**config.mk**
```make
export PLATFORM = sky130hd
export DESIGN_NAME = tba_sqrt
export DESIGN_NICKNAME = d
export VERILOG_FILES = /design/src/rtl/tba_pkg.sv /design/src/rtl/tba_sqrt.sv
export SDC_FILE = /design/constraint.sdc
export NUM_CORES = 2
export LEC_CHECK = 0
export BUFFER_PORTS_ARGS = -buffer_cell sky130_fd_sc_hd__buf_2
export CORE_ASPECT_RATIO = 0.75
export CORE_UTILIZATION = 60
export CTS_BUF_LIST = sky130_fd_sc_hd__clkbuf_8
export CTS_CLUSTER_SIZE = 40
export DETAILED_ROUTE_END_ITERATION = 7
export GPL_TIMING_DRIVEN = 0
export HOLD_SLACK_MARGIN = 0.03
export PLACE_DENSITY = 0.87
export SYNTH_ARGS = -nofsm -noshare
export SYNTH_HDL_FRONTEND = slang
export SYNTH_SLANG_ARGS = --single-unit
```
**constraint.sdc**
```tcl
create_clock -name clk -period 7.07 [get_ports clk]
set_input_delay 0.707 -clock clk [delete_from_list [all_inputs] [get_ports clk]]
set_output_delay 0.707 -clock clk [all_outputs]
set_load 0.02 [all_outputs]
```
**src/rtl/tba_pkg.sv**
```systemverilog
package tba_pkg;

    localparam int GRID_SIZE   = 256;
    localparam int SQRT_STAGES = 30;
    localparam int DIV_STAGES  = 17;
    localparam int COS_STAGES  = 6;
    localparam int LATENCY     = 3 + SQRT_STAGES + DIV_STAGES + COS_STAGES + 2;

    localparam logic [16:0] ONE_Q16 = 17'h10000;
    localparam logic [16:0] COS_COEF [4] = '{17'd60, 17'd1367, 17'd16625, 17'd80852};

    localparam logic       SHAPE_CIRCLE = 1'b0;
    localparam logic [1:0] TGT_HEIGHT   = 2'd0;

    typedef enum logic [2:0] {
        REG_SHAPE,
        REG_TARGET,
        REG_BRUSH_X,
        REG_BRUSH_Z,
        REG_RANGE,
        REG_STEP,
        REG_MIN_H,
        REG_MAX_H
    } cfg_index_t;

    typedef struct packed {
        logic [7:0]         vertex_col;
        logic [7:0]         vertex_row;
        logic signed [15:0] current_value;
    } in_item_t;

    typedef struct packed {
        logic signed [15:0] new_value;
        logic               touched;
    } out_item_t;

    // control that travels alongside the datapath
    typedef struct packed {
        logic               valid;
        logic               hit;
        logic               circ;
        logic               zero_rng;
        logic signed [15:0] cur;
    } side_t;

endpackage

```
**src/rtl/tba_sqrt.sv**
```systemverilog
module tba_sqrt
    import tba_pkg::*;
(
    input  logic        clk,
    input  logic        rst_n,
    input  side_t       in_side,
    input  logic [27:0] in_n,
    output side_t       out_side,
    output logic [29:0] out_root
);

    side_t       side_reg [SQRT_STAGES];
    logic [31:0] rem_reg  [SQRT_STAGES];
    logic [29:0] root_reg [SQRT_STAGES];
    logic [59:0] rad_reg  [SQRT_STAGES];

    always_ff @(posedge clk or negedge rst_n)
    begin
        if (!rst_n)
        begin
            for (int i = 0; i < SQRT_STAGES; i++)
            begin
                side_reg[i] <= '0;
            end
        end
        else
        begin
            side_reg[0] <= in_side;
            for (int i = 1; i < SQRT_STAGES; i++)
            begin
                side_reg[i] <= side_reg[i-1];
            end
        end
    end

    // one root bit per stage, two radicand bits shifted in
    for (genvar i = 0; i < SQRT_STAGES; i++)
    begin : g_stage
        logic [31:0] rem_in;
        logic [29:0] root_in;
        logic [59:0] rad_in;
        logic [33:0] rem_sh;
        logic [33:0] trial;
        logic        ge;

        if (i == 0)
        begin : g_first
            assign rem_in  = '0;
            assign root_in = '0;
            assign rad_in  = {in_n, 32'd0};
        end
        else
        begin : g_next
            assign rem_in  = rem_reg[i-1];
            assign root_in = root_reg[i-1];
            assign rad_in  = rad_reg[i-1];
        end

        assign rem_sh = {rem_in, rad_in[59:58]};
        assign trial  = {2'b00, root_in, 2'b01};
        assign ge     = (rem_sh >= trial);

        always_ff @(posedge clk)
        begin
            rem_reg[i]  <= ge ? 32'(rem_sh - trial) : rem_sh[31:0];
            root_reg[i] <= {root_in[28:0], ge};
            rad_reg[i]  <= {rad_in[57:0], 2'b00};
        end
    end

    assign out_side = side_reg[SQRT_STAGES-1];
    assign out_root = root_reg[SQRT_STAGES-1];

endmodule

```
**Word level (Yosys, flattened, before mapping)**

Memories as Yosys holds them, arrays and structs flattened.
Index checks and enable logic that the tools add are counted.
W data, S select, Z words.

- Mux-type cells: 30
- $add $sub $neg: 30
- Magnitude comparators: 30

Operators with widths:

| operator | number |
|---|---|
| $ge A34 B32 Y1 | 29 |
| $mux W32 | 30 |
| $sub A32 B32 Y32 | 29 |
| $sub A2 B1 Y3 const B | 1 |
| $ge A2 B1 Y1 const B | 1 |

- Bits in writable memories: 3600
- Bits in registers: 600
- Input bits: 50
- Logic and storage cells: 243
- Output and inout port bits: 50
- Memories kept: 3

Memory list:

| memory | words | bits a word | read ports | clocked after memory_dff | wr ports | line | text |
|---|---|---|---|---|---|---|---|
| rad_reg | 30 | 58 | 29 | 0 | 30 | tba_sqrt.sv:15 | `logic [59:0] rad_reg [SQRT_STAGES];` |
| rem_reg | 30 | 32 | 29 | 0 | 30 | tba_sqrt.sv:13 | `logic [31:0] rem_reg [SQRT_STAGES];` |
| root_reg | 30 | 30 | 30 | 0 | 30 | tba_sqrt.sv:14 | `logic [29:0] root_reg [SQRT_STAGES];` |

**Longest topological paths before layout**

An unclocked memory read counts as a cell.

- Depth after elaboration: 3
- Depth in mapped cells: 16
- Gate-level depth less buffers: 14

**Least setup slack after synthesis**

No wires, ideal clock.

- Kind: reg2reg
- From: memory rem_reg[20][0], in the netlist rem_reg[1][128]
- To: memory rem_reg[21][12], in the netlist rem_reg[1][172]
- Period minus slack after synthesis: 3.138 ns
- Stages on the path, launching flop included: 14
- Setup time: 0.121 ns
- Path buffers: 1
- Slack: 3.932 ns
- Required time: 6.949 ns
- Data arrival time: 3.017 ns
- Cells stage by stage: dfxtp_1 -> ha_1 -> inv_1 -> fa_1 -> nor2b_1 -> o31a_1 -> or4_1 -> nor4bb_1 -> o211ai_1 -> a31oi_1 -> nor2_1 -> inv_1 -> buf_2 -> mux2_2

RTL lines:

| what | line |
|---|---|
| start, declared | tba_sqrt.sv:13 |

==> metrics <==
outcome finished, violations left; failing checks DRC; FP Rows 115; mapped cell area around 80,000 um2; clk sinks around 2,100; max-cap violation count 0; Switching Fraction 28.16%; normalized max-slew margin 11.96%; Synth area leader dfxtp_1; initial core utilization around three fifths; iteration-0 DRC count of the detailed router 4,639; Avg WL per Cell 17.69 um; cell area power density 325.7 nW/um2; largest net degree at the start of global routing 138; crit path max fanout 11; Synth cell types between 90 and 100; Chip Width 423.6 um; NetSw 0.008218 W; Post-DP Area 82,810 um2; Initial DRT Pass Iterations 8; Clk pwr share 33.3%; power consumption 0.02918 W; Skew-Pair Late Insertion Delay 1.01 ns; routability cong. 0.9762; leakage power around 43 nW; Max Slew Vio Count 0; RSZ-0062 raised after global routing false; core area roughly 130,000 um2; number of global-route vias before repair 54,410; reg-to-reg setup timing slack between 2 and 3 ns; DR vias 55,520; critical path arrival 5.39 ns; max reg flops 867; grt ovf 0; Tot GR Track Use a little over a quarter; syn_area_per_cell 10.55 um2; die height ~320 um; worst r2r path cells 13; share of cells above drive strength 1 8.340%; post-route cell area 89,600 um2; Syn-to-layout area delta 12.04%; first-pass GRT wire length 285,200 um; worst endpoint required time 7.91 ns; Place WS around 2.6 ns; skew final 0.08032 ns; hold_buf cts 50; clk buf depth 4; Area contributors post-synth dfxtp_1, dfrtp_1, ha_1; clk slew on worst S/H paths 0.06 ns; Seq cells post-synth 2,114; clk root buf clkbuf_8; sequential share of power between 50% and 60%; reg-to-reg endpoint rem_reg[1][198]; syn_nets 8,112; CP Class reg -> reg; Port Buffers 99; crit start category register; Cells after Synth 7,582; Post-DP HPWL 130,600 um; CP endpoint kind register; Comb power frac 14.9%; number of flops mapped to enable cells by yosys 0; CTS Buf Count 315; Setup WS post-layout 2.514 ns; Routed WL 177,700 um; final hold vios 0; Post-CTS Resized 0; Peak Freq 219.5 MHz; num ports 100; CTS tree yes; Period minus WS final 4.556 ns; worst min-delay path class in -> async; synth warn 0; Async SR Flop Fraction 28.38%; Nets between 8,000 and 9,000; die area 134,800 um2; FF-to-FF Start rem_reg[1][160]; maximum vdd drop 0.2265 mV; Routed Antenna Nets 0; internal power around 0.021 W; hold_ws 0.2597 ns; Finish-stage setup viols 0; top-area cell type share of the netlist area 37.90%; Setup Buffers After CTS 0; register area share after synthesis 56.67%; Via density approximately 5.5; ys flop type dfxtp_1; DRC viols 22; initial antenna violation count 10; worst slew pin tran 1.313 ns; H-tree Lvls 5; Tcrit/Tclk final 64.44%
[power groups by stage]
stage	Combinational (W)	Clock [W]	Sequential, W
2_1_floorplan	0.00333	0	0.0148
3_3_place_gp	0.00412	0	0.0152
3_5_place_dp	0.00425	0	0.0153
4_1_cts	0.00431	0.00993	0.0150
5_1_grt	0.00486	0.0105	0.0153
6_report	0.00436	0.00973	0.0151
[final cells by class]
| class | count | area [um2] |
|---|---|---|
| Sequential cell | 2114 | 45320 |
| Inverter | 616 | 2312 |
| Multi-Input combinational cell | 4687 | 31620 |
| Buffer | 165 | 723.2 |
| Clock inverter | 170 | 1051 |
| Fill cell | 9526 | 42060 |
| Timing Repair Buffer | 154 | 1144 |
| Tap cell | 1755 | 2196 |
| Antenna cell | 5 | 12.51 |
| Clock buffer | 379 | 5216 |
[kinds of logic (layout without fill, tap and decap cells)]
family,count (synthesis),count (layout),share of synthesized area (%)
AO/OA/AOI/OAI,1492,1492,11.60
XOR/XNOR,676,676,7.403
adder cells (fa/ha/maj),480,480,7.651
buffers and inverters,781,1484,3.796
flip-flops,2114,2114,56.67
multiplexers,60,60,0.8308
other,1,6,0.004689
AND/OR/NAND/NOR,1978,1978,12.04
[worst max-delay path by stage]
stage,from,end,cells past startpoint
CTS,rem_reg[1][160],rem_reg[1][198],13
global placement,rst_n,side_reg[596],1
floorplan,rem_reg[1][128],rem_reg[1][172],13
detailed placement,rem_reg[1][160],rem_reg[1][198],13
finish,rem_reg[1][160],rem_reg[1][198],13
global route,rem_reg[1][160],rem_reg[1][198],13
[per-layer routing]
layer | track usage [%] | wire length [um] | vias up
met1 | 38.06 | 83140 | 26180
met4 | 8.030 | 3900 | 14
li1 | - | - | 26790
met2 | 38.21 | 74130 | 2194
met3 | 6.777 | 16410 | 338
met5 | 0 | 104 | -
[Yosys cell counts (all sizes together) (13+ instances only)]
cell     count
o21ai      426
a21o       186
nand2      562
nand2b     101
dfrtp      600
mux2        51
nor2       504
nor4        94
a21oi      422
xnor2      328
a31oi       34
xor2       348
and3        39
o21a        87
a21boi      19
o31ai       54
or2         28
inv        616
a211oi      50
nor3       186
o211ai      30
dfxtp     1514
fa          15
ha         465
and2        23
or3         81
nand3      101
o41ai       13
nor2b       74
nand4       65
a2111oi     16
buf         48
o21bai      37
clkbuf     117
a31o        13
or4         50
nand3b      16
[cells in the final DEF (no fill, tap or decap), drive strengths merged, types with 186 or more instances in the layout]
master	n
o21ai	426
nand2	562
nor3	186
xor2	348
dfxtp	1514
a21o	186
xnor2	328
dfrtp	600
clkbuf	496
a21oi	422
inv	735
ha	465
nor2	504
[worst max-delay path, stage by stage, from the launching register on]
cell and delay (ns):
dfxtp_1 0.36, ha_1 0.21, inv_1 0.06, fa_1 0.40
nor2b_1 0.14, o21ai_0 0.11, a21oi_1 0.26, o41ai_1 0.19
o21ai_0 0.54, a31o_2 0.28, clkbuf_1 0.53, buf_1 0.57
clkbuf_1 0.56, a21oi_1 0.18
[stage by stage]
stage | setup TNS (ns) | std cells | utilization [%]
final | 0 | 10050 | 68.06
after global routing | 0 | 10040 | 68.05
after CTS | 0 | 10040 | 68.04
after detailed placement | 0 | 9441 | 62.90
after global placement | -3760.88 | 9436 | 62.79
after floorplan | 0 | 7582 | -
Note: power is estimated with default switching activity, not from simulation.
