### config.mk
export PLATFORM = sky130hd
export DESIGN_NAME = tba_cos
export DESIGN_NICKNAME = d
export VERILOG_FILES = /design/src/rtl/tba_pkg.sv /design/src/rtl/tba_cos.sv
export SDC_FILE = /design/constraint.sdc
export NUM_CORES = 2
export LEC_CHECK = 0
export BUFFER_PORTS_ARGS = -buffer_cell sky130_fd_sc_hd__buf_2
export CORE_MARGIN = 2
export CORE_UTILIZATION = 58
export DETAILED_ROUTE_END_ITERATION = 8
export PLACE_DENSITY = 0.75
export RECOVER_POWER = 100
export SKIP_LAST_GASP = 1
export SLEW_MARGIN = 20
export SYNTH_ARGS = -nofsm -noshare
export SYNTH_HDL_FRONTEND = slang
export SYNTH_SLANG_ARGS = --single-unit
### constraint.sdc
create_clock -name clk -period 10.65 [get_ports clk]
set_clock_uncertainty 0.2 [all_clocks]
set_input_delay 3.195 -clock clk [delete_from_list [all_inputs] [get_ports clk]]
set_output_delay 3.195 -clock clk [all_outputs]
set_load 0.1 [all_outputs]
### src/rtl/tba_pkg.sv
package tba_pkg;

    localparam int GRID_SIZE   = 256;
    localparam int SQRT_STAGES = 30;
    localparam int DIV_STAGES  = 17;
    localparam int COS_STAGES  = 6;
    localparam int LATENCY     = 3 + SQRT_STAGES + DIV_STAGES + COS_STAGES + 2;

    localparam logic [16:0] ONE_Q16 = 17'h10000;
    localparam logic [16:0] COS_COEF [4] = '{17'd60, 17'd1367, 17'd16625, 17'd80852};

    localparam logic       SHAPE_CIRCLE = 1'b0;
    localparam logic [1:0] TGT_HEIGHT   = 2'd0;

    typedef enum logic [2:0] {
        REG_SHAPE,
        REG_TARGET,
        REG_BRUSH_X,
        REG_BRUSH_Z,
        REG_RANGE,
        REG_STEP,
        REG_MIN_H,
        REG_MAX_H
    } cfg_index_t;

    typedef struct packed {
        logic [7:0]         vertex_col;
        logic [7:0]         vertex_row;
        logic signed [15:0] current_value;
    } in_item_t;

    typedef struct packed {
        logic signed [15:0] new_value;
        logic               touched;
    } out_item_t;

    // control that travels alongside the datapath
    typedef struct packed {
        logic               valid;
        logic               hit;
        logic               circ;
        logic               zero_rng;
        logic signed [15:0] cur;
    } side_t;

endpackage

### src/rtl/tba_cos.sv
module tba_cos
    import tba_pkg::*;
(
    input  logic        clk,
    input  logic        rst_n,
    input  side_t       in_side,
    input  logic [16:0] in_t,
    output side_t       out_side,
    output logic [16:0] out_w
);

    side_t       side_reg [COS_STAGES];
    logic [16:0] u_reg    [4];
    logic [17:0] m_reg    [4];
    logic [16:0] w_reg;
    logic [16:0] t_cap;
    logic [33:0] t_sq;
    logic signed [18:0] w_full;

    always_ff @(posedge clk or negedge rst_n)
    begin
        if (!rst_n)
        begin
            for (int i = 0; i < COS_STAGES; i++)
            begin
                side_reg[i] <= '0;
            end
        end
        else
        begin
            side_reg[0] <= in_side;
            for (int i = 1; i < COS_STAGES; i++)
            begin
                side_reg[i] <= side_reg[i-1];
            end
        end
    end

    assign t_cap = (in_t > ONE_Q16) ? ONE_Q16 : in_t;
    assign t_sq  = {17'd0, t_cap} * {17'd0, t_cap};

    always_ff @(posedge clk)
    begin
        u_reg[0] <= t_sq[32:16];
    end

    // Horner steps on u, one product per stage
    for (genvar k = 0; k < 4; k++)
    begin : g_horner
        logic [16:0] p;
        logic [33:0] prod;

        if (k == 0)
        begin : g_first
            assign p = COS_COEF[0];
        end
        else
        begin : g_next
            assign p = 17'(COS_COEF[k] - m_reg[k-1][16:0]);
        end

        assign prod = {17'd0, p} * {17'd0, u_reg[k]};

        always_ff @(posedge clk)
        begin
            m_reg[k] <= prod[33:16];
        end

        if (k < 3)
        begin : g_carry
            always_ff @(posedge clk)
            begin
                u_reg[k+1] <= u_reg[k];
            end
        end
    end

    assign w_full = 19'sh10000 - $signed({1'b0, m_reg[3]});

    always_ff @(posedge clk)
    begin
        if (w_full < 19'sd0)
        begin
            w_reg <= '0;
        end
        else if (w_full > 19'sh10000)
        begin
            w_reg <= ONE_Q16;
        end
        else
        begin
            w_reg <= w_full[16:0];
        end
    end

    assign out_side = side_reg[COS_STAGES-1];
    assign out_w    = w_reg;

endmodule

Yosys cells after proc, flatten, opt, wreduce, memory -nomap -nowiden

Memories as Yosys holds them, arrays and structs flattened.
Cells that the tools add are included.

Word-level logic and storage cells: 49
Input bits: 39
Memories kept: 2
Flip-flop bits (word level): 137
Bits in writable memories: 140

Multiplexer cells: 2
Reductions and logical operators: 1
$add $sub $neg: 4
Multiply operators: 5
Magnitude comparators: 3

Memories:

| memory | depth | width | rd ports | clocked after memory_dff | write ports | RTL line      | RTL |
|---|---|---|---|---|---|---|---|
| m_reg  | 4     | 18    | 4        | 0                        | 4           | tba_cos.sv:14 | `logic [17:0] m_reg [4];` |
| u_reg  | 4     | 17    | 4        | 0                        | 4           | tba_cos.sv:13 | `logic [16:0] u_reg [4];` |

Operator list:

| operator                                                         | number |
|---|---|
| multiplier 17 x 17 -> 34 bit                                     | 3 |
| two-way mux 17 bit                                               | 2 |
| multiplier 17 x 17 -> 33 bit                                     | 1 |
| multiplier 4 x 17 -> 21 bit (first input constant)               | 1 |
| greater-than comparator 19 x 18 -> 1 bit (second input constant) | 1 |
| less-than comparator 19 x 1 -> 1 bit (second input constant)     | 1 |
| subtractor 17 x 18 -> 19 bit (first input constant)              | 1 |
| greater-than comparator 17 bit (second input constant)           | 1 |
| subtractor 11 x 17 -> 17 bit (first input constant)              | 1 |
| subtractor 15 x 17 -> 17 bit (first input constant)              | 1 |
| subtractor 17 bit (first input constant)                         | 1 |
| OR reduction 2 bit                                               | 1 |

Longest topological paths before layout

An unclocked memory read counts as a cell.

Word-level depth: 4
Depth in mapped cells: 35
Gate-level depth less buffers: 33

Least setup slack after synthesis

OpenSTA, ideal clock, no wires.

Path type: input to register
From: input port in_t[13]
To: memory u_reg[0][13]
Arrival: 9251 ps
Slack: 1072 ps
Data required time: 10323 ps
Buffers on the path: 2
Stages: 27
Cell sequence: clkbuf_1 > nor4_1 > nand4_1 > nand2_1 > and2_1 > clkbuf_1 > nand2_1 > fa_1 > inv_1 > fa_1 > inv_1 > fa_1 > inv_1 > fa_1 > fa_1 > fa_1 > ha_1 > and4_1 > a221o_1 > a311oi_2 > nor3_1 > o21ai_0 > a21oi_1 > a21oi_1 > nor2b_1 > o21ai_0 > a21oi_1

RTL lines:

| item            | RTL line      | RTL |
|---|---|---|
| start, declared | tba_cos.sv:7  | `input logic [16:0] in_t,` |
| end, declared   | tba_cos.sv:13 |  |

==> results.md <==
| Parameter | This run |
| --- | --- |
| Status | complete, but fails checks |
| Violated checks | capacitance limit, slew limit |
| Vias/cell | 5.266 |
| Commonest cells after routing, fill and taps aside | sky130_fd_sc_hd__inv_1, sky130_fd_sc_hd__fa_1, sky130_fd_sc_hd__nand2_1, sky130_fd_sc_hd__ha_1, sky130_fd_sc_hd__and2_1 |
| Antenna violations before repair | 1 |
| Wire length after detailed routing | 79.86 mm |
| Setup violation total in the final timing report | 0 |
| Total I/O pin count | 76 |
| Number of flip-flops under the largest register name | 100 |
| Maximum frequency from static timing analysis | 0.09860 GHz |
| Top_reg_cell synth | sky130_fd_sc_hd__dfxtp_1 |
| Largest net degree at the start of global routing | 85 |
| Minimum setup slack among reg-to-reg paths | 0.79 ns |
| Largest fanout on the critical path | 16 |
| Area of the multi-input gates | 28440 um2 |
| Final Slew Violations | 170 |
| Die Wd | 260.3 um |
| Iter 0 DRT Violations | 1397 |
| H-tree depth | 1 |
| Vias | 25160 |
| Final worst-path cycle share | 95.23% |
| Startpoint type of the worst setup path | input pin |
| Distinct cell type count of the synthesized netlist | 72 |
| Mux contribution to synthesized area | 0.02955% |
| Required time at the endpoint of the critical path | 10.88 ns |
| Pre-CTS worst setup slack | 0.02770 ns |
| Post-CTS setup repair buffer count | 0 |
| Max-cap violations | 5 |
| Final global-route overflow total | 0 |
| CP arrival | 10.37 ns |
| Tightest Pin Transition | 4.129 ns |
| Number of buffers added on ports | 75 |
| PostCTS Resize Cnt | 0 |
| Synthesized-area fraction occupied by adder cells | 54.38% |
| Critical setup path kind | in2reg |
| Most common library cell in the layout ignoring fill and taps | sky130_fd_sc_hd__inv_1 |
| Overall die height | 260.3 um |
| Post-layout net count | 5145 |
| Detailed-routing iteration count for the pre-antenna-repair pass | 5 |
| Antenna diode count | 0 |
| Setup WS post-layout | 0.5079 ns |
| Share of layout cells above drive strength 1 | 3.672% |
| Fraction of post-synthesis cell area in the top cell type by area | 39.40% |
| Routed wire per std cell | 16.72 um |
| Avg Synthesized Cell Area | 9.874 um2 |
| Share of async-settable or async-resettable flops after synthesis | 45.98% |
| Combined area of all synthesized cells | 38100 um2 |
| Largest family of logic cells by synthesized area | adder cells |
| R2r endpoint | m_reg[3][17]$_DFF_P_ |
| R2r startpoint | m_reg[2][0]$_DFF_P_ |
| Placer's final routability congestion estimate | 0.8775 |
| Final total negative setup slack | 0 ns |
| DP HPWL | 62.76 mm |
| Maximum root-to-sink buffer count | 3 |
| Layout Cells excl Fill | 4777 |
| Area of the core region | 64700 um2 |
| Hold Vio Cnt, Final | 0 |
| Clock-pin slew on the worst setup and hold paths | 0.07 ns |
| Total clock buffers created by CTS | 29 |
| Critical path endpoint category | flip-flop |
| Number of enable-type register cells in the synthesized netlist | 0 |
| Most area-hungry cell type in the Yosys netlist | sky130_fd_sc_hd__fa_1 |
| Storage element area | 5826 um2 |
| Kind of path behind the tightest hold check | reg2reg |
| Sequential cell area fraction in the yosys report | 15.29% |
| Worst reg2reg path depth | 29 |
| Synthesized-area fraction occupied by xor and xnor cells | 2.482% |
| Worst Setup SP | in_t[6] |
| Filler cells | 5319 |
| Remaining antenna violation count after routing | 0 |
| Number of storage elements in the synthesis netlist | 261 |
| Worst-skew pair later-pin latency | 0.58 ns |
| Top area cells in the synthesized netlist | sky130_fd_sc_hd__fa_1, sky130_fd_sc_hd__ha_1, sky130_fd_sc_hd__inv_1 |
| CTS root buffer | sky130_fd_sc_hd__clkbuf_16 |
| Row cnt | 93 |
| Yosys synthesis warning count | 0 |
| Synthesis-to-finish area growth | 5.651% |
| Critical path capture point | u_reg[0][16]$_DFF_P_ |
| Global-route wire length before repair | 135.9 mm |
| RSZ-0062 raised after global routing | no |
| Initial core utilization | 58.90% |
| Clock tree sinks | 261 |
| Via count of the first global-routing pass | 27450 |
| TritonCTS clock tree | done |
| Time the final worst path needs with I/O delays and setup | 10.14 ns |
| Synthesized instance count | 3859 |
| Remaining max-slew budget at the tightest pin | -175.3% |
| # hold bufs at CTS | 0 |
| Die Outline Area | 67760 um2 |
| Residual DRC count | 0 |
| Simple-gate portion of the synthesized area | 14.01% |
| Synthesized-area fraction occupied by ao, oa, aoi and oai cells | 3.448% |
| Placed cell count | 4724 |
| Overall Global Routing Usage | 25.07% |
[critical path: stages]
cell and delay, ns:
sky130_fd_sc_hd__buf_2 0.20, sky130_fd_sc_hd__nor4_1 0.37, sky130_fd_sc_hd__nand4_1 0.13, sky130_fd_sc_hd__nand2_1 0.39, sky130_fd_sc_hd__and2_0 0.38, sky130_fd_sc_hd__nand2_1 0.16, sky130_fd_sc_hd__fa_1 0.51, sky130_fd_sc_hd__inv_1 0.05
sky130_fd_sc_hd__fa_1 0.53, sky130_fd_sc_hd__inv_1 0.05, sky130_fd_sc_hd__fa_1 0.38, sky130_fd_sc_hd__inv_1 0.08, sky130_fd_sc_hd__fa_1 0.43, sky130_fd_sc_hd__fa_1 0.56, sky130_fd_sc_hd__fa_1 0.41, sky130_fd_sc_hd__ha_1 0.30
sky130_fd_sc_hd__and4_1 0.23, sky130_fd_sc_hd__a221o_1 0.36, sky130_fd_sc_hd__a311oi_2 0.48, sky130_fd_sc_hd__o21bai_1 0.26, sky130_fd_sc_hd__a211oi_2 0.26, sky130_fd_sc_hd__o22ai_1 0.15, sky130_fd_sc_hd__o21ai_1 0.15, sky130_fd_sc_hd__nand2b_1 0.11
sky130_fd_sc_hd__a21oi_2 0.16, sky130_fd_sc_hd__xnor2_1 0.08
[per-stage QoR]
| stage | hold slack, ns | cell area (um2) | utilization (%) |
|---|---|---|---|
| after global placement | 0.1314 | 39470 | 61.01 |
| final | 0.1394 | 40260 | 62.22 |
| after global routing | 0.1441 | 40260 | 62.22 |
| after detailed placement | 0.1347 | 39470 | 61.01 |
| after CTS | 0.1433 | 40390 | 62.42 |
| after floorplan | 0.1312 | 38180 | - |
[kinds of logic after synthesis]
logic type / Yosys count
AOI/OAI and AO/OA: 189
xor gates and xnor gates: 108
adders and majority gates: 1206
buffers and inverters: 1028
DFF: 261
muxes: 1
other: 2
and+or+nand+nor: 1064
[final cells by class]
cell class | count | area share [%]
multi-input cells | 2591 | 70.65
flip-flops and latches | 261 | 14.47
inverters | 902 | 8.410
well taps | 855 | 2.657
clock buffers | 41 | 1.989
repair buffers | 115 | 1.538
clock inverters | 12 | 0.2797
[cell usage after synthesis (3+ instances only)]
| cell type | count |
|---|---|
| sky130_fd_sc_hd__inv_1 | 902 |
| sky130_fd_sc_hd__fa_1 | 750 |
| sky130_fd_sc_hd__ha_1 | 456 |
| sky130_fd_sc_hd__nand2_1 | 456 |
| sky130_fd_sc_hd__and2_1 | 296 |
| sky130_fd_sc_hd__dfxtp_1 | 141 |
| sky130_fd_sc_hd__dfrtp_1 | 120 |
| sky130_fd_sc_hd__clkbuf_1 | 104 |
| sky130_fd_sc_hd__nor2_1 | 79 |
| sky130_fd_sc_hd__xnor2_1 | 70 |
| sky130_fd_sc_hd__nor2b_1 | 63 |
| sky130_fd_sc_hd__a21oi_1 | 47 |
| sky130_fd_sc_hd__nand2b_1 | 46 |
| sky130_fd_sc_hd__xor2_1 | 38 |
| sky130_fd_sc_hd__a21o_1 | 35 |
| sky130_fd_sc_hd__and3_1 | 30 |
| sky130_fd_sc_hd__nor3_1 | 26 |
| sky130_fd_sc_hd__o21ai_0 | 25 |
| sky130_fd_sc_hd__buf_4 | 20 |
| sky130_fd_sc_hd__o21a_1 | 20 |
| sky130_fd_sc_hd__nand3_1 | 13 |
| sky130_fd_sc_hd__nand4_1 | 12 |
| sky130_fd_sc_hd__a31oi_1 | 10 |
| sky130_fd_sc_hd__nor4_1 | 10 |
| sky130_fd_sc_hd__a211oi_1 | 6 |
| sky130_fd_sc_hd__and3b_1 | 4 |
| sky130_fd_sc_hd__o21bai_1 | 4 |
| sky130_fd_sc_hd__o31ai_1 | 4 |
| sky130_fd_sc_hd__or3_1 | 4 |
| sky130_fd_sc_hd__or4_4 | 4 |
| sky130_fd_sc_hd__a211o_1 | 3 |
| sky130_fd_sc_hd__a21boi_0 | 3 |
| sky130_fd_sc_hd__a41o_1 | 3 |
| sky130_fd_sc_hd__and2b_1 | 3 |
| sky130_fd_sc_hd__nor3b_1 | 3 |
| sky130_fd_sc_hd__o21ai_2 | 3 |
| sky130_fd_sc_hd__or2_2 | 3 |
[how the worst min path moves through the flow]
stage	cells after the start	to	slack [ns]	from
final	0	side_reg[70]$_DFF_PN0_	0.14	side_reg[90]$_DFF_PN0_
after global routing	0	side_reg[70]$_DFF_PN0_	0.14	side_reg[90]$_DFF_PN0_
after CTS	0	side_reg[70]$_DFF_PN0_	0.14	side_reg[90]$_DFF_PN0_
after detailed placement	0	out_side[1]$_DFF_PN0_	0.13	side_reg[21]$_DFF_PN0_
after global placement	0	side_reg[72]$_DFF_PN0_	0.13	side_reg[92]$_DFF_PN0_
after floorplan	0	out_side[0]$_DFF_PN0_	0.13	side_reg[20]$_DFF_PN0_
[metal layers]
layer / wire length (um) / track usage (%) / vias up
li1: - / - / 11500
met1: 32770 / 33.14 / 12790
met2: 40250 / 43.91 / 731
met3: 5012 / 3.448 / 136
met4: 1828 / 6.063 / 0
met5: 0 / 0 / -
Power is left out: the tool's default activity adds up to more than one toggle a clock period on the data nets, which glitch-free logic cannot reach.
