**src/rtl/tba_pkg.sv**
```systemverilog
package tba_pkg;

    localparam int GRID_SIZE   = 256;
    localparam int SQRT_STAGES = 30;
    localparam int DIV_STAGES  = 17;
    localparam int COS_STAGES  = 6;
    localparam int LATENCY     = 3 + SQRT_STAGES + DIV_STAGES + COS_STAGES + 2;

    localparam logic [16:0] ONE_Q16 = 17'h10000;
    localparam logic [16:0] COS_COEF [4] = '{17'd60, 17'd1367, 17'd16625, 17'd80852};

    localparam logic       SHAPE_CIRCLE = 1'b0;
    localparam logic [1:0] TGT_HEIGHT   = 2'd0;

    typedef enum logic [2:0] {
        REG_SHAPE,
        REG_TARGET,
        REG_BRUSH_X,
        REG_BRUSH_Z,
        REG_RANGE,
        REG_STEP,
        REG_MIN_H,
        REG_MAX_H
    } cfg_index_t;

    typedef struct packed {
        logic [7:0]         vertex_col;
        logic [7:0]         vertex_row;
        logic signed [15:0] current_value;
    } in_item_t;

    typedef struct packed {
        logic signed [15:0] new_value;
        logic               touched;
    } out_item_t;

    // control that travels alongside the datapath
    typedef struct packed {
        logic               valid;
        logic               hit;
        logic               circ;
        logic               zero_rng;
        logic signed [15:0] cur;
    } side_t;

endpackage

```
**src/rtl/tba_div.sv**
```systemverilog
module tba_div
    import tba_pkg::*;
(
    input  logic        clk,
    input  logic        rst_n,
    input  side_t       in_side,
    input  logic [29:0] in_s,
    input  logic [13:0] rng,
    output side_t       out_side,
    output logic [16:0] out_quo
);

    side_t       side_reg [DIV_STAGES];
    logic [13:0] rem_reg  [DIV_STAGES];
    logic [16:0] q_reg    [DIV_STAGES];

    always_ff @(posedge clk or negedge rst_n)
    begin
        if (!rst_n)
        begin
            for (int i = 0; i < DIV_STAGES; i++)
            begin
                side_reg[i] <= '0;
            end
        end
        else
        begin
            side_reg[0] <= in_side;
            for (int i = 1; i < DIV_STAGES; i++)
            begin
                side_reg[i] <= side_reg[i-1];
            end
        end
    end

    // restoring division, dividend bits leave the top of q as quotient bits enter
    for (genvar i = 0; i < DIV_STAGES; i++)
    begin : g_stage
        logic [13:0] rem_in;
        logic [16:0] q_in;
        logic [14:0] rem_sh;
        logic        ge;

        if (i == 0)
        begin : g_first
            assign rem_in = {1'b0, in_s[29:17]};
            assign q_in   = in_s[16:0];
        end
        else
        begin : g_next
            assign rem_in = rem_reg[i-1];
            assign q_in   = q_reg[i-1];
        end

        assign rem_sh = {rem_in, q_in[16]};
        assign ge     = (rem_sh >= {1'b0, rng});

        always_ff @(posedge clk)
        begin
            rem_reg[i] <= ge ? 14'(rem_sh - {1'b0, rng}) : rem_sh[13:0];
            q_reg[i]   <= {q_in[15:0], ge};
        end
    end

    assign out_side = side_reg[DIV_STAGES-1];
    assign out_quo  = q_reg[DIV_STAGES-1];

endmodule

```
**config.mk**
```make
export PLATFORM = sky130hd
export DESIGN_NAME = tba_div
export DESIGN_NICKNAME = d
export VERILOG_FILES = /design/src/rtl/tba_pkg.sv /design/src/rtl/tba_div.sv
export SDC_FILE = /design/constraint.sdc
export NUM_CORES = 1
export LEC_CHECK = 0
export BUFFER_PORTS_ARGS = -buffer_cell sky130_fd_sc_hd__buf_2
export CAP_MARGIN = 10
export CORE_AREA = 2 2 209 262
export CTS_CLUSTER_SIZE = 12
export DETAILED_ROUTE_END_ITERATION = 16
export DIE_AREA = 0 0 211 264
export GPL_TIMING_DRIVEN = 0
export PLACE_DENSITY = 0.85
export SYNTH_ARGS = -nofsm -noshare
export SYNTH_HDL_FRONTEND = slang
export SYNTH_SLANG_ARGS = --single-unit
```
**constraint.sdc**
```tcl
create_clock -name clk -period 3.15 [get_ports clk]
set_input_delay 0.7875 -clock clk [delete_from_list [all_inputs] [get_ports clk]]
set_output_delay 0.7875 -clock clk [all_outputs]
set_load 0.02 [all_outputs]
```
# Word-level counts from Yosys, hierarchy flattened

Memory sizes are Yosys's and may differ from the RTL's.
Index checks and enable logic that the tools add are counted.

Word-level logic and storage cells: 138
Bits in writable memories: 527
Bits in registers: 340
Memories: 2

Memories:

| name    | depth | width | rd ports | clocked after memory_dff | wr ports | RTL line      | source |
|---|---|---|---|---|---|---|---|
| q_reg   | 17    | 17    | 17       | 0                        | 17       | tba_div.sv:15 | `logic [16:0] q_reg [DIV_STAGES];` |
| rem_reg | 17    | 14    | 16       | 0                        | 17       | tba_div.sv:14 | `logic [13:0] rem_reg [DIV_STAGES];` |

Add/subtract/negate cells: 17
Mux-type cells: 17
Magnitude comparators: 17

Operators by type and width:

| operator                                                       | number |
|---|---|
| 15-bit by 14-bit greater-or-equal comparator with 1-bit output | 16 |
| 14-bit 2-to-1 mux                                              | 17 |
| 14-bit subtractor                                              | 17 |
| 14-bit greater-or-equal comparator                             | 1 |

# Logic depth before layout (Yosys ltp)

Gate-level depths: netlist (run 1).
An unclocked memory read counts as a cell.

Depth in word-level cells: 3
Depth in mapped cells: 12
Depth with buffers taken out: 11

# Worst setup path before layout (run 1)

OpenSTA, ideal clock, no wires.

Path kind: input-to-reg
From: input rng[1]
To: memory rem_reg[7][5] (netlist: rem_reg[0][103])
Stages: 10
Arrival: 3.910 ns
Path slack: -0.881 ns
Setup time: 0.121 ns
Cell sequence: inv_1 ha_1 nor2b_1 o31ai_2 a21oi_2 o21ai_0 o211ai_1 a311oi_2 buf_4 mux2_2

RTL lines:

| element         | RTL line      | source |
|---|---|---|
| start, declared | tba_div.sv:8  | `input logic [13:0] rng,` |
| end, declared   | tba_div.sv:14 |  |

==> results of run 1 <==
==> critical path, cell delays in order <==
cell      delay, ns
buf_8          0.28
ha_1           0.22
inv_1          0.05
fa_1           0.46
a211oi_1       0.30
nor2_1         0.13
o31a_1         0.32
o41ai_2        0.36
o21ai_0        0.21
xor2_1         0.19
mux2_4         0.29
==> layer usage <==
layer  routed length, um  global-route usage, %
met5                   0                      0
met4                5190                   18.3
met3                3320                   4.24
met2               39800                   50.5
met1               28100                   29.9
==> cell type report <==
type                            instances  area [um^2]  area share [%]
Multi-Input combinational cell       1633        13400            35.5
Timing Repair Buffer                  173         1310            3.45
Sequential cell                       853        18800            49.7
Inverter                              110          462            1.22
Clock inverter                         19          292           0.772
Timing Repair inverter                  1         7.51          0.0199
Buffer                                 46          330           0.874
Clock buffer                          130         2350            6.21
Tap cell                              679          850            2.25
==> synth_stat cells, drive strengths merged, types with 32 or more instances <==
master | n | area share [%]
dfrtp | 340 | 26
ha | 253 | 9.7
mux2 | 181 | 6.3
nor2 | 143 | 1.6
a21o | 72 | 1.7
a211oi | 34 | 0.78
nand2 | 80 | 0.92
inv | 110 | 1.3
o21ai | 103 | 1.6
buf | 39 | 0.88
o21a | 32 | 0.74
dfxtp | 513 | 32
xor2 | 48 | 1.3
nand3 | 43 | 0.66
nor3 | 42 | 0.65
xnor2 | 97 | 2.6
a21oi | 117 | 1.8
==> how the worst max path moves through the flow <==
stage                      start                      end  slack, ns  cells past startpoint
after floorplan           rng[1]   rem_reg[0][24]$_DFF_P_      -0.62                     10
after global placement     rst_n  side_reg[335]$_DFF_PN0_      -4.13                      1
after detailed placement  rng[1]  rem_reg[0][134]$_DFF_P_      -1.96                     11
after CTS                 rng[1]  rem_reg[0][154]$_DFF_P_       0.02                     11
after global routing      rng[1]  rem_reg[0][180]$_DFF_P_      -0.03                     13
final                     rng[0]  rem_reg[0][110]$_DFF_P_       0.04                     11
==> report_power, final <==
part | leakage [nW] | internal, mW | total, mW | switching (mW)
combinational | 7.28 | 8.35 | 17.3 | 8.99
sequential | 8.28 | 13.6 | 15.0 | 1.37
clock | 1.27 | 5.37 | 9.63 | 4.27
total | 16.8 | 27.3 | 42.0 | 14.6
==> through the flow <==
| stage | TNS [ns] | std cells | power, mW | area [um^2] |
|---|---|---|---|---|
| finish | 0 | 3644 | 42.0 | 37800 |
| global route | -0.232 | 3644 | 44.2 | 37800 |
| CTS | 0 | 3630 | 41.3 | 37600 |
| detailed placement | -352.74 | 3427 | 31.1 | 34300 |
| global placement | -1707.94 | 3425 | 30.2 | 34200 |
| floorplan | -101.12 | 2644 | 27.5 | 32800 |
==> kinds of logic after synthesis <==
kind of cell / synth area share (%)
flip-flops: 57.6
AO/OA/AOI/OAI: 11.4
AND/OR/NAND/NOR: 7.25
adder cells (fa/ha/maj): 10.7
multiplexers: 6.83
buffers and inverters: 2.25
XOR/XNOR: 3.90
==> timing repair <==
action,CTS,global route
gates resized for setup,24,29
pin swaps,1,11
gates cloned,1,0
buffers inserted,53,16
setup endpoints to repair,241,121
==> flow_metrics.py, run 1 <==
metrics = {
    "detailed_routing": {
        "drc": 0,
        "antenna_left": 0,
        "drt-initial-drc-count": 1526,
        "vias": 21574,
        "routedWlPerCell_um": 21.0,
        "routed_via_density": 5.92,
        "wl_mm": 76.3,
        "dr.pass1.iters": 7,
    },
    "clock_tree": {
        "h-tree-depth": 3,
        "holdBufCountCts": 0,
        "path_clk_slew_ns": 0.06,
        "cts_tree": "built",
        "cts_buffers": 85,
        "clkLatencyLatePin_ns": 0.66,
        "root_buffer": "clkbuf_16",
        "cts_buffer_depth": 3,
        "cts_sinks": 853,
    },
    "synthesis": {
        "synth-edff-count": 0,
        "async_flop_share_pct": 39.9,
        "seq_area_frac_synth_pct": 57.6,
        "yosysWarnings": 0,
        "synthCells": 2644,
        "syn_area_um2": 32600,
        "ys_ff_latch": 853,
        "synth_flop_cell": "dfxtp_1",
        "syn_area_per_cell_um2": 12.3,
        "synth_nets": 2979,
        "yosys.cell_types.count": 77,
    },
    "layout": {
        "mostFrequentLayoutCells": "dfxtp_1 (513), dfrtp_1 (340), ha_1 (249), nor2_1 (142), mux2_2 (140)",
        "diodes": 0,
        "largest_reg_flops": 320,
        "fin_util_pct": 70.8,
        "area.growth.synth_to_final_pct": 16.0,
        "drive_above_1_share_pct": 19.9,
        "fillers": 3319,
        "final_common_cell": "dfxtp_1",
        "nets": 3238,
    },
    "place": {
        "routabilityCongestion": 0.936,
        "io_buffers": 102,
        "post-place-ws_ns": -1.96,
        "dpl.hpwl_mm": 45.3,
    },
    "timing": {
        "hold_slack_ns": 0.115,
        "slew_headroom_pct": 36.8,
        "timing.fmax_mhz": 321,
        "setup_ws_ns": 0.0355,
        "period_minus_slack_ns": 3.11,
        "finalSetupViolations": 0,
        "tightest_slew_ns": 0.936,
        "skew_ns": 0.0326,
        "finalMaxSlewViolations": 0,
        "min_period_over_period_pct": 98.9,
        "final_hold_viol_count": 0,
    },
    "setup_path": {
        "r2r_end": "rem_reg[0][110]$_DFF_P_",
        "rrSetupSlack_ns": 0.08,
        "path_max_fanout": 32,
        "end_kind": "flip-flop",
        "cp.required_ns": 3.67,
        "cp.arrival_ns": 3.63,
        "rr_worst_depth": 11,
        "r2r-start": "q_reg[0][118]$_DFF_P_",
        "worst-setup-path-type": "in -> reg",
        "start_kind": "input port",
    },
    "run": {
        "cap_violations": 0,
    },
    "power": {
        "ir_worst_vdd_mv": 0.633,
        "power_density_nw_per_um2": 1110,
        "p_leak_nw": 16.8,
    },
    "global_routing": {
        "antenna_found_initial": 1,
        "first_global_vias": 23211,
        "grt_pass1_wl_mm": 121,
        "grt_max_degree": 148,
        "gr-total-overflow": 0,
        "track_usage_pct": 27.8,
    },
    "floorplan": {
        "die_area_um2": 55700,
        "io_pins": 103,
        "die_x_um": 211,
        "core_um2": 53400,
        "die_h_um": 264,
        "initial_core_util_pct": 61.0,
        "rows": 95,
    },
    "worst_hold_path": {
        "hold_path.class": "in -> async",
    },
    "status": {
        "outcome": "finished clean",
    },
}
(Power assumes the default switching activity.)
==> run 2, diff against run 1 <==
CORE_AREA = 2 2 205 258   (was 2 2 209 262)
CTS_BUF_LIST = sky130_fd_sc_hd__clkbuf_4 sky130_fd_sc_hd__clkbuf_8   (was default)
DIE_AREA = 0 0 207 260   (was 0 0 211 264)
GPL_TIMING_DRIVEN = default   (was 0)
PLACE_DENSITY = 0.87   (was 0.85)
==> flow_metrics.py, run 2 (synthesis gave the netlist of run 1 again) <==
metrics = {
    "status": {
        "outcome": "finished clean",
    },
    "global_routing": {
        "first_global_vias": 24215,
        "gr-total-overflow": 0,
        "track_usage_pct": 29.1,
        "grt_pass1_wl_mm": 124,
        "grt_max_degree": 101,
        "antenna_found_initial": 1,
    },
    "timing": {
        "final_hold_viol_count": 0,
        "slew_headroom_pct": 35.2,
        "finalMaxSlewViolations": 0,
        "skew_ns": 0.0560,
        "period_minus_slack_ns": 3.11,
        "min_period_over_period_pct": 98.8,
        "tightest_slew_ns": 0.972,
        "timing.fmax_mhz": 321,
        "finalSetupViolations": 0,
    },
    "layout": {
        "nets": 3473,
        "drive_above_1_share_pct": 27.4,
        "final_common_cell": "dfxtp_1",
        "area.growth.synth_to_final_pct": 21.0,
        "mostFrequentLayoutCells": "dfxtp_1 (513), dfrtp_1 (340), buf_4 (293), ha_1 (249), clkbuf_8 (150)",
        "largest_reg_flops": 320,
        "fin_util_pct": 77.0,
    },
    "detailed_routing": {
        "vias": 22296,
        "routed_via_density": 5.71,
        "drt-initial-drc-count": 1343,
        "antenna_left": 0,
        "dr.pass1.iters": 5,
        "routedWlPerCell_um": 19.6,
        "drc": 0,
        "wl_mm": 76.6,
    },
    "setup_path": {
        "crit_slowest_cell": "fa_1",
        "end_kind": "flip-flop",
        "cp.required_ns": 3.81,
        "critPathMaxStageDelay_ns": 0.44,
        "cp.arrival_ns": 3.77,
        "crit_chain": "buf_2, buf_4, ha_1, inv_1, fa_1, a21oi_2, o211ai_1, nor4_1, nor2_1, a221oi_2, xnor2_1, mux2_4",
        "start_kind": "input port",
        "worst-setup-path-type": "in -> reg",
        "cp_num_buf_inv": 3,
        "critPathTopFamily": "compound AO/OA/AOI/OAI gates",
        "path_max_fanout": 15,
    },
    "run": {
        "cap_violations": 0,
    },
    "clock_tree": {
        "cts_buffers": 118,
        "cts_buffer_depth": 3,
        "path_clk_slew_ns": 0.07,
        "post_cts_buffers": 0,
        "h-tree-depth": 3,
        "clkLatencyLatePin_ns": 0.77,
        "cts_tree": "built",
        "holdBufCountCts": 0,
        "cts_sinks": 853,
        "root_buffer": "clkbuf_8",
    },
    "floorplan": {
        "io_pins": 103,
        "rows": 93,
        "die_area_um2": 53800,
        "initial_core_util_pct": 63.6,
        "die_x_um": 207,
        "die_h_um": 260,
        "core_um2": 51200,
    },
    "worst_hold_path": {
        "hold_path.class": "in -> async",
    },
    "power": {
        "power_density_nw_per_um2": 1110,
        "power_mw": 43.7,
        "p_leak_nw": 18.1,
        "ir_worst_vdd_mv": 0.678,
    },
    "place": {
        "dpl.hpwl_mm": 53.3,
        "io_buffers": 102,
        "routabilityCongestion": 0.900,
    },
}
-- run 2: cell count changes in the layout (fill, tap and decap cells not counted), sizes merged --
cell and change:
clkinvlp -12, diode +1, buf +213, inv +14
clkinv +8, clkbuf +47, bufinv +6
-- run 2: what timing repair did --
| item | 4_1_cts | 5_1_grt |
|---|---|---|
| endpoints found under the setup margin | 0 | 1 |
| gates resized for setup | 0 | 2 |
| hold endpoints to repair | 0 | 0 |
-- run 2: where the power goes --
group	switching [mW]	internal, mW	leakage, nW
Clock	4.21	5.44	1.49
Combinational	9.15	9.80	8.37
Sequential	1.47	13.6	8.28
-- run 2: layout make-up --
cell class,instances,area [um^2]
Clock inverter,36,463
Tap cell,665,832
Antenna cell,1,2.50
Sequential cell,853,18800
Inverter,110,417
Timing Repair Buffer,422,3260
Clock buffer,187,2340
Multi-Input combinational cell,1633,13300
Fill cell,3000,11800
-- run 2: stage by stage --
stage               cells  TNS [ns]  setup WS (ns)  area (um^2)  hold slack, ns
floorplan            2644   -101.12         -0.622        32800           0.310
global placement     3683    -38.69         -0.354        36600           0.310
detailed placement   3683    -51.80         -0.485        36600           0.312
CTS                  3906         0         0.0347        39400          0.0486
global route         3907  -0.00321       -0.00321        39400          0.0991
finish               3907         0         0.0366        39400          0.0691
-- run 2: metal layers --
metal,global-route usage [%],wire length [um],vias up
met5,0,0,-
li1,-,-,10428
met1,31.8,28600,10785
met4,18.9,4630,0
met2,52.2,39700,763
met3,4.89,3720,320
-- run 2: final timing paths --
kind / startpoint / to / slack (ns) / depth (start not counted)
worst max-delay path: rng[0] / rem_reg[0][152]$_DFF_P_ / 0.04 / 12
worst min-delay path: rst_n / out_side[17]$_DFF_PN0_ / 0.07 / 1
worst max register to register: q_reg[0][152]$_DFF_P_ / rem_reg[0][138]$_DFF_P_ / 0.17 / 12
worst min register to register: q_reg[0][23]$_DFF_P_ / q_reg[0][41]$_DFF_P_ / 0.28 / 0
max in group asynchronous: rst_n / side_reg[232]$_DFF_PN0_ / 2.19 / 2
min in group clk: in_s[10] / q_reg[0][11]$_DFF_P_ / 0.11 / 1
-- run 2: worst register-to-register path, delay by kind of cell (launching register included) --
family	cells	cell delay, ns
compound gates	4	1.13
buf+inv	3	0.38
xor+xnor	1	0.11
fa+ha+maj	2	0.57
flops	1	0.35
simple gates	1	0.06
mux	1	0.28
